### src/design/blpg_pkg.sv
// Shared types and constants for the line point generator.
package blpg_pkg;

  // Item kind carried in the input tuser bit.
  typedef enum logic {
    KIND_LOAD = 1'b0,
    KIND_TICK = 1'b1
  } kind_t;

  // Depth of the queue between front and back.
  localparam int QUEUE_DEPTH = 2;

  // Width of the point repeat register.
  localparam int REPEAT_W = 8;

  // Reset value of the point repeat register.
  localparam logic [REPEAT_W-1:0] REPEAT_RESET = 8'd1;

endpackage

### src/design/blpg_front.sv
// Front end: classify each item and precompute endpoint differences and ordering.
module blpg_front #(
  parameter int COORD_WIDTH = 16
) (
  input  logic                       kind,
  input  logic [COORD_WIDTH-1:0]     start_x,
  input  logic [COORD_WIDTH-1:0]     start_y,
  input  logic [COORD_WIDTH-1:0]     end_x,
  input  logic [COORD_WIDTH-1:0]     end_y,
  output logic [6*COORD_WIDTH+4:0]   entry
);

  logic                   x_gt;
  logic                   x_lt;
  logic                   y_gt;
  logic                   y_lt;
  logic [COORD_WIDTH-1:0] dx;
  logic [COORD_WIDTH-1:0] dy;

  always_comb begin
    x_gt = start_x > end_x;
    x_lt = start_x < end_x;
    y_gt = start_y > end_y;
    y_lt = start_y < end_y;
    dx   = x_gt ? (start_x - end_x) : (end_x - start_x);
    dy   = y_gt ? (start_y - end_y) : (end_y - start_y);
  end

  // Layout from the top: kind, x_gt, x_lt, y_gt, y_lt, dy, dx, by, bx, ay, ax.
  assign entry = {kind, x_gt, x_lt, y_gt, y_lt, dy, dx, end_y, end_x, start_y, start_x};

endmodule

### src/design/blpg_queue.sv
// Short first-in first-out queue between front and back.
module blpg_queue #(
  parameter int WIDTH = 8
) (
  input  logic             clk,
  input  logic             rst_n,
  input  logic             wr_valid,
  output logic             wr_ready,
  input  logic [WIDTH-1:0] wr_data,
  output logic             rd_valid,
  input  logic             rd_ready,
  output logic [WIDTH-1:0] rd_data
);

  localparam int PTR_W = (blpg_pkg::QUEUE_DEPTH > 1) ? $clog2(blpg_pkg::QUEUE_DEPTH) : 1;
  localparam int CNT_W = $clog2(blpg_pkg::QUEUE_DEPTH + 1);
  localparam logic [CNT_W-1:0] FULL_CNT = CNT_W'(blpg_pkg::QUEUE_DEPTH);
  localparam logic [PTR_W-1:0] LAST_PTR = PTR_W'(blpg_pkg::QUEUE_DEPTH - 1);

  logic [WIDTH-1:0] mem_r [blpg_pkg::QUEUE_DEPTH];
  logic [PTR_W-1:0] wr_ptr_r;
  logic [PTR_W-1:0] rd_ptr_r;
  logic [CNT_W-1:0] count_r;
  logic             push;
  logic             pop;

  assign wr_ready = count_r != FULL_CNT;
  assign rd_valid = count_r != '0;
  assign rd_data  = mem_r[rd_ptr_r];
  assign push     = wr_valid && wr_ready;
  assign pop      = rd_valid && rd_ready;

  always_ff @(posedge clk) begin
    if (!rst_n) begin
      wr_ptr_r <= '0;
      rd_ptr_r <= '0;
      count_r  <= '0;
    end else begin
      if (push) begin
        wr_ptr_r <= (wr_ptr_r == LAST_PTR) ? '0 : wr_ptr_r + 1'b1;
      end
      if (pop) begin
        rd_ptr_r <= (rd_ptr_r == LAST_PTR) ? '0 : rd_ptr_r + 1'b1;
      end
      if (push && !pop) begin
        count_r <= count_r + 1'b1;
      end else if (pop && !push) begin
        count_r <= count_r - 1'b1;
      end
    end
  end

  always_ff @(posedge clk) begin
    if (push) begin
      mem_r[wr_ptr_r] <= wr_data;
    end
  end

endmodule

### src/design/blpg_back.sv
// Back end: line walk state, error update and registered point output.
module blpg_back #(
  parameter int COORD_WIDTH = 16
) (
  input  logic                             clk,
  input  logic                             rst_n,
  input  logic [blpg_pkg::REPEAT_W-1:0]    point_repeat,
  input  logic                             q_valid,
  output logic                             q_ready,
  input  logic [6*COORD_WIDTH+4:0]         q_data,
  output logic                             out_valid,
  input  logic                             out_ready,
  output logic [COORD_WIDTH-1:0]           out_x,
  output logic [COORD_WIDTH-1:0]           out_y,
  output logic                             out_last
);

  localparam int CW = COORD_WIDTH;
  localparam int EW = COORD_WIDTH + 2;

  logic                   kind;
  logic                   x_gt;
  logic                   x_lt;
  logic                   y_gt;
  logic                   y_lt;
  logic [CW-1:0]          dy;
  logic [CW-1:0]          dx;
  logic [CW-1:0]          by;
  logic [CW-1:0]          bx;
  logic [CW-1:0]          ay;
  logic [CW-1:0]          ax;

  logic                   active_r;
  logic                   steep_r;
  logic [CW-1:0]          major_pos_r;
  logic [CW-1:0]          major_end_r;
  logic [CW-1:0]          minor_pos_r;
  logic [CW-1:0]          major_delta_r;
  logic [CW-1:0]          minor_delta_r;
  logic signed [EW-1:0]   error_r;
  logic                   minor_dir_r;
  logic [blpg_pkg::REPEAT_W-1:0] copy_count_r;

  logic                   out_valid_r;
  logic [CW-1:0]          out_x_r;
  logic [CW-1:0]          out_y_r;
  logic                   out_last_r;

  logic                   space;
  logic                   pop;
  logic                   emit;
  logic                   load;

  // Load setup.
  logic                   ld_steep;
  logic                   ld_swap;
  logic [CW-1:0]          ld_major;
  logic [CW-1:0]          ld_end;
  logic [CW-1:0]          ld_minor;
  logic [CW-1:0]          ld_mdelta;
  logic [CW-1:0]          ld_ndelta;
  logic                   ld_dir;

  // Tick step.
  logic                   first_copy;
  logic signed [EW-1:0]   err_sub;
  logic signed [EW-1:0]   err_step;
  logic [CW-1:0]          minor_step;
  logic [CW-1:0]          minor_cur;
  logic                   final_copy;
  logic [CW:0]            major_inc;
  logic                   last_pos;

  assign {kind, x_gt, x_lt, y_gt, y_lt, dy, dx, by, bx, ay, ax} = q_data;

  assign space   = !out_valid_r || out_ready;
  assign q_ready = (kind == blpg_pkg::KIND_LOAD) || space;
  assign pop     = q_valid && q_ready;
  assign load    = pop && (kind == blpg_pkg::KIND_LOAD);
  assign emit    = pop && (kind == blpg_pkg::KIND_TICK) && active_r;

  always_comb begin
    ld_steep  = dy > dx;
    ld_swap   = ld_steep ? y_gt : x_gt;
    if (ld_steep) begin
      ld_major = ld_swap ? by : ay;
      ld_end   = ld_swap ? ay : by;
      ld_minor = ld_swap ? bx : ax;
      ld_dir   = ld_swap ? !x_gt : !x_lt;
    end else begin
      ld_major = ld_swap ? bx : ax;
      ld_end   = ld_swap ? ax : bx;
      ld_minor = ld_swap ? by : ay;
      ld_dir   = ld_swap ? !y_gt : !y_lt;
    end
    ld_mdelta = ld_steep ? dy : dx;
    ld_ndelta = ld_steep ? dx : dy;
  end

  always_comb begin
    first_copy = copy_count_r == '0;
    err_sub    = error_r - $signed({2'b00, minor_delta_r});
    minor_step = minor_dir_r ? (minor_pos_r - 1'b1) : (minor_pos_r + 1'b1);
    if (err_sub[EW-1]) begin
      err_step  = err_sub + $signed({2'b00, major_delta_r});
      minor_cur = first_copy ? minor_step : minor_pos_r;
    end else begin
      err_step  = err_sub;
      minor_cur = minor_pos_r;
    end
    final_copy = copy_count_r >= point_repeat;
    major_inc  = {1'b0, major_pos_r} + 1'b1;
    last_pos   = major_inc == {1'b0, major_end_r};
  end

  always_ff @(posedge clk) begin
    if (!rst_n) begin
      active_r      <= 1'b0;
      steep_r       <= 1'b0;
      major_pos_r   <= '0;
      major_end_r   <= '0;
      minor_pos_r   <= '0;
      major_delta_r <= '0;
      minor_delta_r <= '0;
      error_r       <= '0;
      minor_dir_r   <= 1'b0;
      copy_count_r  <= '0;
      out_valid_r   <= 1'b0;
    end else begin
      if (load) begin
        active_r      <= ld_mdelta != '0;
        steep_r       <= ld_steep;
        major_pos_r   <= ld_major;
        major_end_r   <= ld_end;
        minor_pos_r   <= ld_minor;
        major_delta_r <= ld_mdelta;
        minor_delta_r <= ld_ndelta;
        error_r       <= $signed({2'b00, ld_mdelta >> 1});
        minor_dir_r   <= ld_dir;
        copy_count_r  <= '0;
      end else if (emit) begin
        if (first_copy) begin
          error_r     <= err_step;
          minor_pos_r <= minor_cur;
        end
        if (final_copy) begin
          copy_count_r <= '0;
          major_pos_r  <= major_inc[CW-1:0];
          active_r     <= !last_pos;
        end else begin
          copy_count_r <= copy_count_r + 1'b1;
        end
      end
      if (space) begin
        out_valid_r <= emit;
      end
    end
  end

  always_ff @(posedge clk) begin
    if (emit) begin
      out_x_r    <= steep_r ? minor_cur : major_pos_r;
      out_y_r    <= steep_r ? major_pos_r : minor_cur;
      out_last_r <= final_copy && last_pos;
    end
  end

  assign out_valid = out_valid_r;
  assign out_x     = out_x_r;
  assign out_y     = out_y_r;
  assign out_last  = out_last_r;

endmodule

### src/design/bresenham_line_point_generator.sv
// Top level of the Bresenham line point generator.
//
//   Channel  Dir  Signals                                  Content
//   in_      in   in_tvalid/in_tready/in_tdata/in_tuser    line command or output tick
//   out_     out  out_tvalid/out_tready/out_tdata/out_tlast one copy of one line point
//   cfg_     in   cfg_valid/cfg_ready/cfg_data             point_repeat register
//
// One input item per cycle is taken while the queue has room; a tick on an
// active line yields one point copy, so the sustained rate is one copy per
// cycle while out_ is not stalled.
// A tick is registered in the queue; its point is then registered in the output register.
// Synchronous active-low reset empties the queue, idles the walk and sets point_repeat to 1.
// An output stall holds ticks in the queue; a load at its head still drains during a stall.
module bresenham_line_point_generator #(
  parameter int COORD_WIDTH = 16
) (
  input  logic                                clk,
  input  logic                                rst_n,
  input  logic                                in_tvalid,
  output logic                                in_tready,
  // in_tdata, from the lowest bit: start_x, start_y, end_x, end_y, zero fill
  input  logic [((4*COORD_WIDTH+7)/8)*8-1:0]  in_tdata,
  // in_tuser: kind (0 load line, 1 tick)
  input  logic                                in_tuser,
  output logic                                out_tvalid,
  input  logic                                out_tready,
  // out_tdata, from the lowest bit: point_x, point_y, zero fill
  output logic [((2*COORD_WIDTH+7)/8)*8-1:0]  out_tdata,
  output logic                                out_tlast,
  input  logic                                cfg_valid,
  output logic                                cfg_ready,
  input  logic [blpg_pkg::REPEAT_W-1:0]       cfg_data
);

  localparam int CW      = COORD_WIDTH;
  localparam int ENTRY_W = 6 * COORD_WIDTH + 5;
  localparam int OUT_W   = ((2 * COORD_WIDTH + 7) / 8) * 8;

  logic [blpg_pkg::REPEAT_W-1:0] point_repeat_r;
  logic [ENTRY_W-1:0]            front_entry;
  logic                          q_valid;
  logic                          q_ready;
  logic [ENTRY_W-1:0]            q_data;
  logic [CW-1:0]                 point_x;
  logic [CW-1:0]                 point_y;

  // Always take register writes; the new repeat applies to every tick walked afterward,
  // so write it only while nothing is in flight.
  assign cfg_ready = 1'b1;

  always_ff @(posedge clk) begin
    if (!rst_n) begin
      point_repeat_r <= blpg_pkg::REPEAT_RESET;
    end else if (cfg_valid) begin
      point_repeat_r <= cfg_data;
    end
  end

  // Classify the item and precompute differences and endpoint order.
  blpg_front #(
    .COORD_WIDTH (COORD_WIDTH)
  ) u_front (
    .kind    (in_tuser),
    .start_x (in_tdata[CW-1:0]),
    .start_y (in_tdata[2*CW-1:CW]),
    .end_x   (in_tdata[3*CW-1:2*CW]),
    .end_y   (in_tdata[4*CW-1:3*CW]),
    .entry   (front_entry)
  );

  // Decouple acceptance from the walk so each side can stall on its own.
  blpg_queue #(
    .WIDTH (ENTRY_W)
  ) u_queue (
    .clk      (clk),
    .rst_n    (rst_n),
    .wr_valid (in_tvalid),
    .wr_ready (in_tready),
    .wr_data  (front_entry),
    .rd_valid (q_valid),
    .rd_ready (q_ready),
    .rd_data  (q_data)
  );

  // Walk the line and register each point copy.
  blpg_back #(
    .COORD_WIDTH (COORD_WIDTH)
  ) u_back (
    .clk          (clk),
    .rst_n        (rst_n),
    .point_repeat (point_repeat_r),
    .q_valid      (q_valid),
    .q_ready      (q_ready),
    .q_data       (q_data),
    .out_valid    (out_tvalid),
    .out_ready    (out_tready),
    .out_x        (point_x),
    .out_y        (point_y),
    .out_last     (out_tlast)
  );

  // Pack the point, zero filling up to whole bytes.
  assign out_tdata = OUT_W'({point_y, point_x});

endmodule
### config.mk
export PLATFORM = sky130hd
export DESIGN_NAME = bresenham_line_point_generator
export DESIGN_NICKNAME = d
export VERILOG_FILES = /design/src/design/blpg_pkg.sv /design/src/design/blpg_front.sv /design/src/design/blpg_queue.sv /design/src/design/blpg_back.sv /design/src/design/bresenham_line_point_generator.sv
export SDC_FILE = /design/constraint.sdc
export NUM_CORES = 1
export LEC_CHECK = 0
export BUFFER_PORTS_ARGS = -buffer_cell sky130_fd_sc_hd__buf_4
export CAP_MARGIN = 20
export CORE_ASPECT_RATIO = 1.2
export CORE_UTILIZATION = 35
export DETAILED_ROUTE_END_ITERATION = 10
export GPL_TIMING_DRIVEN = 1
export HOLD_SLACK_MARGIN = 0.06
export PLACE_DENSITY = 0.58
export SYNTH_ARGS = -nofsm -noshare
export SYNTH_HDL_FRONTEND = slang
export SYNTH_SLANG_ARGS = --single-unit
### constraint.sdc
create_clock -name clk -period 7.74 [get_ports clk]
set_input_delay 1.161 -clock clk [delete_from_list [all_inputs] [get_ports clk]]
set_output_delay 1.161 -clock clk [all_outputs]
set_load 0.01 [all_outputs]
After elaboration in Yosys (flattened, before gate mapping)
Memories as Yosys holds them, arrays and structs flattened. A register that Yosys moved wholly into a read port is not among the register bits.
Cells that the tools add are included.
{"block": "totals", "output_inout_bits": 36, "ramBits": 202, "memories": 1, "regBits": 155}
{"block": "op_classes", "addsub": 14, "n_eq_ne": 2, "reduce_logical": 29, "magnitude_cmp": 6, "n_mux": 42, "bitwise_logic": 2}
{"memory": "u_queue.mem_r", "depth": 2, "word_bits": 101, "read_ports": 1, "rd_clocked_by_memory_dff": 1, "wr": 1, "line_no": "blpg_queue.sv:20", "rtl": "logic [WIDTH-1:0] mem_r [blpg_pkg::QUEUE_DEPTH];"}
{"cell": "16-bit 2-to-1 mux", "n": 22}
{"cell": "16-bit subtractor", "n": 4}
{"cell": "16-bit greater-than comparator", "n": 3}
{"cell": "15-bit 2-to-1 mux", "n": 3}
{"cell": "16-bit less-than comparator", "n": 2}
{"cell": "18-bit by 17-bit adder with 18-bit output", "n": 1}
{"cell": "18-bit 2-to-1 mux", "n": 1}
{"cell": "18-bit by 17-bit subtractor with 18-bit output", "n": 1}
{"cell": "16-bit by 1-bit adder with 17-bit output, second input constant", "n": 1}
{"cell": "17-bit by 16-bit equality test with 1-bit output", "n": 1}
{"cell": "16-bit by 1-bit adder with 16-bit output, second input constant", "n": 1}
{"cell": "16-bit nonzero test", "n": 1}
{"cell": "16-bit by 1-bit subtractor with 16-bit output, second input constant", "n": 1}
{"cell": "1-bit 2-to-1 mux", "n": 13}
{"cell": "2-bit nonzero test", "n": 5}
{"cell": "8-bit by 1-bit adder with 8-bit output, second input constant", "n": 1}
{"cell": "8-bit greater-or-equal comparator", "n": 1}
{"cell": "1-bit logical AND", "n": 8}
{"cell": "1-bit logical NOT", "n": 8}
{"cell": "8-bit logical NOT", "n": 1}
{"cell": "8-bit 2-to-1 mux", "n": 1}
{"cell": "2-bit AND reduction", "n": 3}
{"cell": "2-bit 2-to-1 mux", "n": 2}
{"cell": "1-bit adder, second input constant", "n": 2}
{"cell": "6 further kinds", "n": 8}

Depth between registers and ports, before layout
Gate-level depths: netlist of run 1.
{"block": "logic_depth", "depth_word": 8, "mapped_depth": 19, "mapped_depth_nobuf": 19}

Cells and area by module
From an unflattened synthesis of run 1, not the netlist that was laid out.
{"block": "hier_totals", "hier_cells": 2182, "hier_area_um2": 22808.1}
{"mod": "blpg_back", "area_each_um2": 11398.4, "n_inst": 1, "cells_each": 1311}
{"mod": "blpg_queue", "area_each_um2": 7559.8, "n_inst": 1, "cells_each": 338}
{"mod": "blpg_front", "area_each_um2": 3539.6, "n_inst": 1, "cells_each": 506}
{"mod": "bresenham_line_point_generator", "area_each_um2": 310.3, "n_inst": 1, "cells_each": 27}

Worst setup path after synthesis of run 1
No wires, ideal clock.
{"block": "synth_timing", "path_kind": "input -> register", "startpoint": "in in_tvalid", "endpoint": "mem u_queue.mem_r[0][0] (netlist name), enable pin", "t_required_ps": 7178, "t_arrival_ps": 5454, "path_stages": 2, "setup_slack_ps": 1724, "path_cell_list": "nand2_1 -> nor2_1"}
{"block": "synth_between", "elab_chain_cells": 3}
{"item": "start: declaration", "line_no": "bresenham_line_point_generator.sv:19", "rtl": "input logic in_tvalid,"}
{"item": "1-bit logical AND", "line_no": "blpg_queue.sv:30", "rtl": "assign push = wr_valid && wr_ready;"}
{"item": "1-bit 2-to-1 mux", "line_no": "blpg_queue.sv:54", "rtl": "if (push) begin"}
{"item": "1-bit 2-to-1 mux (implied by the code)", "line_no": "blpg_queue.sv:55", "rtl": "mem_r[wr_ptr_r] <= wr_data;"}
{"item": "end: declaration", "line_no": "blpg_queue.sv:20"}
Every way passes these cells.

==> results.py, run 1 <==
metrics = {
    "clock_network": {
        "cts_resized": 0,
        "clk_pin_slew_worst_paths_ps": 60,
        "cts_sinks": 358,
        "ctsHoldBuffers": 0,
        "numCtsBuffers": 41,
        "worstSkewPairLatency_ps": 590,
        "h-tree-depth": 2,
        "cts_setup_buffers": 0,
        "cts-root-buf": "clkbuf_16",
        "cts_max_path_buffers": 3,
        "cts_tree": "yes",
    },
    "sta": {
        "fin_skew_ps": 27.9,
        "min_period_ps": 5170,
        "report.final.slew_viol_count": 0,
        "fmax_ghz": 0.194,
        "rsz0062_at_grt": "false",
        "tns_ps": 0,
        "slew_headroom_pct": 27.9,
        "setup_violations": 0,
        "fin_crit_sh_pct": 66.8,
        "hold_viol": 0,
        "tightest_slew_ps": 1080,
    },
    "yosys": {
        "syn_area_um2": 21600,
        "ys_types": 80,
        "ys_seq_elements": 358,
        "yosys_warnings": 0,
        "synthCells": 2061,
        "yosysTopAreaCell": "edfxtp_1",
        "synth_edf_count": 235,
        "synth_top_area_share_pct": 32.7,
        "synthesis.nets": 2284,
        "synth_seq_area_share_pct": 44.1,
        "synth_common_cells": "edfxtp_1, nand2_1, ha_1",
        "syn_avg_cell_area_um2": 10.5,
        "async_flop_share_pct": 0,
        "synth_top_flop_cell": "edfxtp_1",
        "synth_most_common_cell": "edfxtp_1",
        "synth_area_leaders": "edfxtp_1, dfxtp_1, ha_1",
    },
    "placement": {
        "place_inst": 2888,
        "place_congestion": 0.937,
        "hpwl_um": 50700,
        "place_area_um2": 23200,
        "portBuffers": 112,
    },
    "layout": {
        "n_antenna_cell": 0,
        "design_area_um2": 24700,
        "instances_no_fill": 2967,
        "area_growth_syn_to_layout_pct": 14.5,
        "final_util_pct": 40.6,
        "finalNetCount": 2350,
        "drive_gt1_share_pct": 14.2,
    },
    "hold_path": {
        "hold_path_depth": 2,
        "hp-start": "u_back.major_delta_r[5]",
        "min-delay-path-class": "reg -> reg",
        "whs_endpoint": "u_back.major_delta_r[5]",
    },
    "worst_setup_path": {
        "rr_endpoint": "u_back.minor_pos_r[13]",
        "critical_path_class": "reg -> reg",
        "worstSetupEndpointType": "register",
        "r2r_cells": 14,
        "crit_fanout": 52,
        "start_kind": "register",
        "cp.arrival_ps": 5690,
        "crit_required_ps": 8260,
        "reg2reg_slack_ps": 2570,
    },
    "grt": {
        "antenna_found_initial": 0,
        "grt.busiest_layer": "met2",
        "grt_usage_pct": 20.9,
        "grt_pass1_wl_um": 100000,
        "grt_pass1_vias": 16100,
        "use_met2_pct": 35.1,
        "met3_usage_pct": 2.96,
        "grt_max_degree": 76,
        "grt-ovfl-total": 0,
        "met1_usage_pct": 26.8,
    },
    "routing": {
        "wire_per_inst_um": 22.4,
        "initialDrtViolationCount": 1223,
        "drt_wl_total_um": 66400,
        "vias": 16500,
        "ant_nets": 0,
        "vias_per_cell": 5.56,
        "firstDrtPassIters": 7,
        "route.detailed.drc": 0,
    },
    "floorplanning": {
        "core_um2": 60800,
        "die_h_um": 274,
        "io_pins": 114,
        "rows": 99,
        "fp.dieW_um": 229,
        "initial_core_util_pct": 35.5,
        "dieArea_um2": 62700,
    },
    "power_and_ir_drop": {
        "seq_power_share_pct": 26.2,
        "power_switching_mw": 5.09,
        "comb_power_share_pct": 55.6,
        "power_leakage_nw": 9.37,
        "switching_share_pct": 43.5,
        "power_density_nw_per_um2": 474,
        "clkPwrFrac_pct": 18.3,
        "peakVddDrop_mv": 0.305,
        "p_int_mw": 6.62,
    },
    "status": {
        "outcome": "finished, final reports clean",
    },
    "job": {
        "drv_cap": 0,
    },
}
-- layout make-up --
cell class | count | area [µm²]
Tap cell | 808 | 1010
Multi-Input combinational cell | 1453 | 11100
Clock inverter | 26 | 413
Clock buffer | 49 | 1060
Fill cell | 5855 | 36100
Inverter | 134 | 503
Timing Repair Buffer | 139 | 1100
Sequential cell | 358 | 9520
-- critical path, stage by stage (launching register included) --
cell	delay [ps]
dfxtp_4	910
buf_4	450
mux2i_1	400
ha_1	320
nand4_1	160
nand2b_1	130
o22ai_1	110
o31ai_4	280
buf_4	260
mux2i_4	790
buf_4	420
mux4_2	280
o22ai_1	80
or3_1	340
a21oi_1	120
-- logic make-up (layout without fill, tap and decap cells) --
family                     after synthesis  in the layout  synth area share [%]
muxes                                  201            201                  11.5
and+or+nand+nor                        482            482                  10.7
buffers and inverters                  250            348                  4.71
other                                    1              1                0.0174
adders and majority gates              145            145                  8.65
AOI/OAI and AO/OA                      503            503                  15.4
DFF                                    358            358                  44.1
xor gates and xnor gates               121            121                  4.91
-- worst max-delay path by stage --
stage	cells past startpoint	slack [ps]	to
floorplan	2	1720	u_queue.mem_r[0][0]
global placement	11	2530	u_queue.mem_r[0][88]
detailed placement	11	2460	u_queue.mem_r[1][88]
CTS	14	2540	u_back.minor_pos_r[13]
global route	14	2270	u_back.minor_pos_r[13]
finish	14	2570	u_back.minor_pos_r[13]
-- routing by layer --
metal	share of wire [%]	wire [µm]
met4	4.1	2720
met3	6.0	3960
met1	43	28400
met5	0	0
met2	47	31300
-- per-stage QoR --
stage	hold WS, ps	setup WS (ps)	total power, mW
6_report	461	2570	11.7
5_1_grt	473	2270	12.5
4_1_cts	461	2540	11.7
3_5_place_dp	454	2460	9.50
3_3_place_gp	445	2530	9.43
2_1_floorplan	432	1720	7.85
-- registers in the layout, summed over array words and instances, names as in the netlist, 16 cells and up, named ones only --
| name | flops |
|---|---|
| u_back.minor_delta_r | 16 |
| u_back.major_end_r | 16 |
| u_back.out_y | 16 |
| u_back.major_pos_r | 16 |
| u_back.error_r | 18 |
| u_queue.mem_r | 202 |
| u_back.out_x | 16 |
| u_back.minor_pos_r | 16 |
| u_back.major_delta_r | 16 |
-- layout by cell type, fill, tap and decap left out, types with 34 or more instances in the layout --
| master | instances |
|---|---|
| a21oi_1 | 137 |
| dfxtp_1 | 121 |
| a21o_1 | 34 |
| mux2i_1 | 127 |
| nand2_1 | 154 |
| xnor2_1 | 90 |
| ha_1 | 138 |
| o21ai_0 | 63 |
| mux4_2 | 34 |
| o22ai_1 | 36 |
| buf_4 | 135 |
| edfxtp_1 | 235 |
| mux2_2 | 37 |
| nor3_1 | 48 |
| clkbuf_16 | 41 |
| inv_1 | 132 |
| o211ai_1 | 39 |
| a211oi_1 | 69 |
| nor2_1 | 119 |
-- power groups by stage --
stage          combinational [mW]  sequential [mW]  clock, mW
4_1_cts                      6.45             3.05       2.17
3_5_place_dp                 6.40             3.09          0
5_1_grt                      7.11             3.11       2.24
3_3_place_gp                 6.34             3.09          0
2_1_floorplan                5.01             2.84          0
6_report                     6.51             3.07       2.14
(Power assumes the default switching activity.)
==> run 2, diff against run 1 <==
- PLACE_DENSITY: 0.58 -> 0.59
- clock period: 7.74 -> 4.6 ns (I/O delays scaled with it)
==> run 2 against run 1 <==
Net effect:
- sequential power up 62%
- via count is 1.2% lower
- first-iteration DRC count rose by 0.49%
- maximum frequency rose by 23%
- critical path type unchanged
==> results.py, run 2 (synthesis gave the netlist of run 1 again) <==
metrics = {
    "worst_setup_path": {
        "cp.arrival_ps": 4630,
        "cp_slowest_stage_delay_ps": 610,
        "crit_required_ps": 5030,
        "r2r_cells": 16,
        "reg2reg_slack_ps": 400,
        "critPathLaunch": "u_back.minor_delta_r[1]",
        "path_common_cell": "a21oi_1",
        "crit_fanout": 7,
        "path_cells": "inv_1 -> ha_1 -> nor2b_1 -> o31a_1 -> o41a_1 -> a21oi_1 -> o221ai_1 -> a21oi_1 -> xnor2_1 -> ha_1 -> a21oi_1 -> or4b_2 -> a31oi_1 -> xor2_1 -> o21a_1 -> o22ai_1",
        "worstSetupEndpointType": "register",
        "critical_path_class": "reg -> reg",
        "rr_endpoint": "u_back.error_r[14]",
        "slowest_stage": "or4b_2",
        "r2r_start": "u_back.minor_delta_r[1]",
        "start_kind": "register",
        "crit_end": "u_back.error_r[14]",
    },
    "power_and_ir_drop": {
        "power_density_nw_per_um2": 798,
        "peakVddDrop_mv": 0.520,
        "power_leakage_nw": 9.54,
    },
    "floorplanning": {
        "die_h_um": 274,
        "io_pins": 114,
        "fp.dieW_um": 229,
        "initial_core_util_pct": 35.5,
        "rows": 99,
        "dieArea_um2": 62700,
        "core_um2": 60800,
    },
    "routing": {
        "vias_per_cell": 5.42,
        "firstDrtPassIters": 6,
        "initialDrtViolationCount": 1229,
        "ant_nets": 0,
        "route.detailed.drc": 0,
        "wire_per_inst_um": 20.2,
        "vias": 16300,
        "drt_wl_total_um": 60800,
    },
    "layout": {
        "reg_top3": "u_queue.mem_r x202, u_back.error_r x18",
        "drive_gt1_share_pct": 15.4,
        "area_growth_syn_to_layout_pct": 15.7,
        "seq_area_um2": 9520,
        "finalNetCount": 2388,
        "multi_input_area_um2": 11100,
        "mostFrequentLayoutCell": "edfxtp_1",
        "regMostFlops": "u_queue.mem_r",
        "largest_reg_flops": 202,
        "instances_no_fill": 3006,
        "final_cell_mix": "edfxtp_1, buf_4, nand2_1, ha_1, a21oi_1",
        "fillers": 5838,
        "n_antenna_cell": 0,
    },
    "grt": {
        "grt_usage_pct": 19.4,
        "grt_pass1_wl_um": 94600,
        "grt_max_degree": 102,
        "grt_pass1_vias": 16300,
        "grt-ovfl-total": 0,
        "antenna_found_initial": 0,
    },
    "sta": {
        "rsz0062_at_grt": "false",
        "setup_violations": 0,
        "tns_ps": 0,
        "layout_setup_ws_ps": 400,
        "fmax_ghz": 0.238,
        "hold_viol": 0,
        "slew_headroom_pct": 33.5,
        "min_period_ps": 4200,
        "fin_skew_ps": 39.6,
        "report.final.slew_viol_count": 0,
        "fin_crit_sh_pct": 91.3,
        "fin_hold_ws_ps": 294,
        "tightest_slew_ps": 998,
    },
    "placement": {
        "place_congestion": 0.907,
        "portBuffers": 112,
        "hpwl_um": 46500,
        "post-place-ws_ps": 425,
        "place_inst": 2929,
    },
    "clock_network": {
        "cts_setup_buffers": 0,
        "h-tree-depth": 2,
        "cts_max_path_buffers": 3,
        "worstSkewPairLatency_ps": 600,
        "numCtsBuffers": 42,
        "ctsHoldBuffers": 0,
        "cts_tree": "yes",
        "cts-root-buf": "clkbuf_16",
        "clk_pin_slew_worst_paths_ps": 60,
        "cts_resized": 0,
        "cts_sinks": 358,
    },
    "hold_path": {
        "min-delay-path-class": "in -> reg",
        "hp-start": "in_tdata[10]",
    },
    "status": {
        "outcome": "finished, final reports clean",
    },
    "job": {
        "drv_cap": 0,
    },
}
==> run 2: per-stage QoR <==
| step | instance area, µm² | utilization (%) | total power, mW |
|---|---|---|---|
| floorplan | 21600 | - | 13.2 |
| global placement | 23500 | 38.6 | 16.1 |
| detailed placement | 23500 | 38.6 | 16.3 |
| CTS | 25000 | 41.0 | 20.0 |
| global route | 25000 | 41.0 | 21.3 |
| finish | 25000 | 41.0 | 19.9 |
==> run 2: critical path, delay by kind of cell (launching register included) <==
| kind | cells | cell delay [ps] |
|---|---|---|
| flip-flops | 1 | 360 |
| AND/OR/NAND/NOR | 2 | 740 |
| buffers and inverters | 1 | 50 |
| AO/OA/AOI/OAI | 9 | 1960 |
| adder cells (fa/ha/maj) | 2 | 620 |
| XOR/XNOR | 2 | 320 |
==> run 2: power breakdown <==
group	switching, mW	internal (mW)
clock	1.39	2.18
combinational	6.61	4.78
sequential	0.571	4.39
total	8.57	11.3
==> run 2: layout make-up <==
type	count	area share [%]
clock inverters	20	1.29
multi-input cells	1453	44.5
well taps	808	4.05
flip-flops and latches	358	38.2
clock buffers	57	4.64
inverters	134	2.02
repair buffers	176	5.39
==> run 2: per-layer routing <==
layer	track usage (%)	vias to the layer above	wire (µm)
met5	0	-	0
met4	7.47	0	2230
met3	3.09	96	2920
met2	33.1	434	29300
met1	24.4	7920	26300
li1	-	7840	-
==> run 2: worst min-delay path by stage <==
stage	slack (ps)	cells past startpoint	endpoint
3_3_place_gp	440	2	u_back.minor_delta_r[4]
3_5_place_dp	450	2	u_back.minor_delta_r[13]
4_1_cts	260	1	u_queue.mem_r[0][8]
2_1_floorplan	430	2	u_back.minor_delta_r[10]
5_1_grt	270	1	u_queue.mem_r[0][5]
6_report	290	1	u_queue.mem_r[1][10]
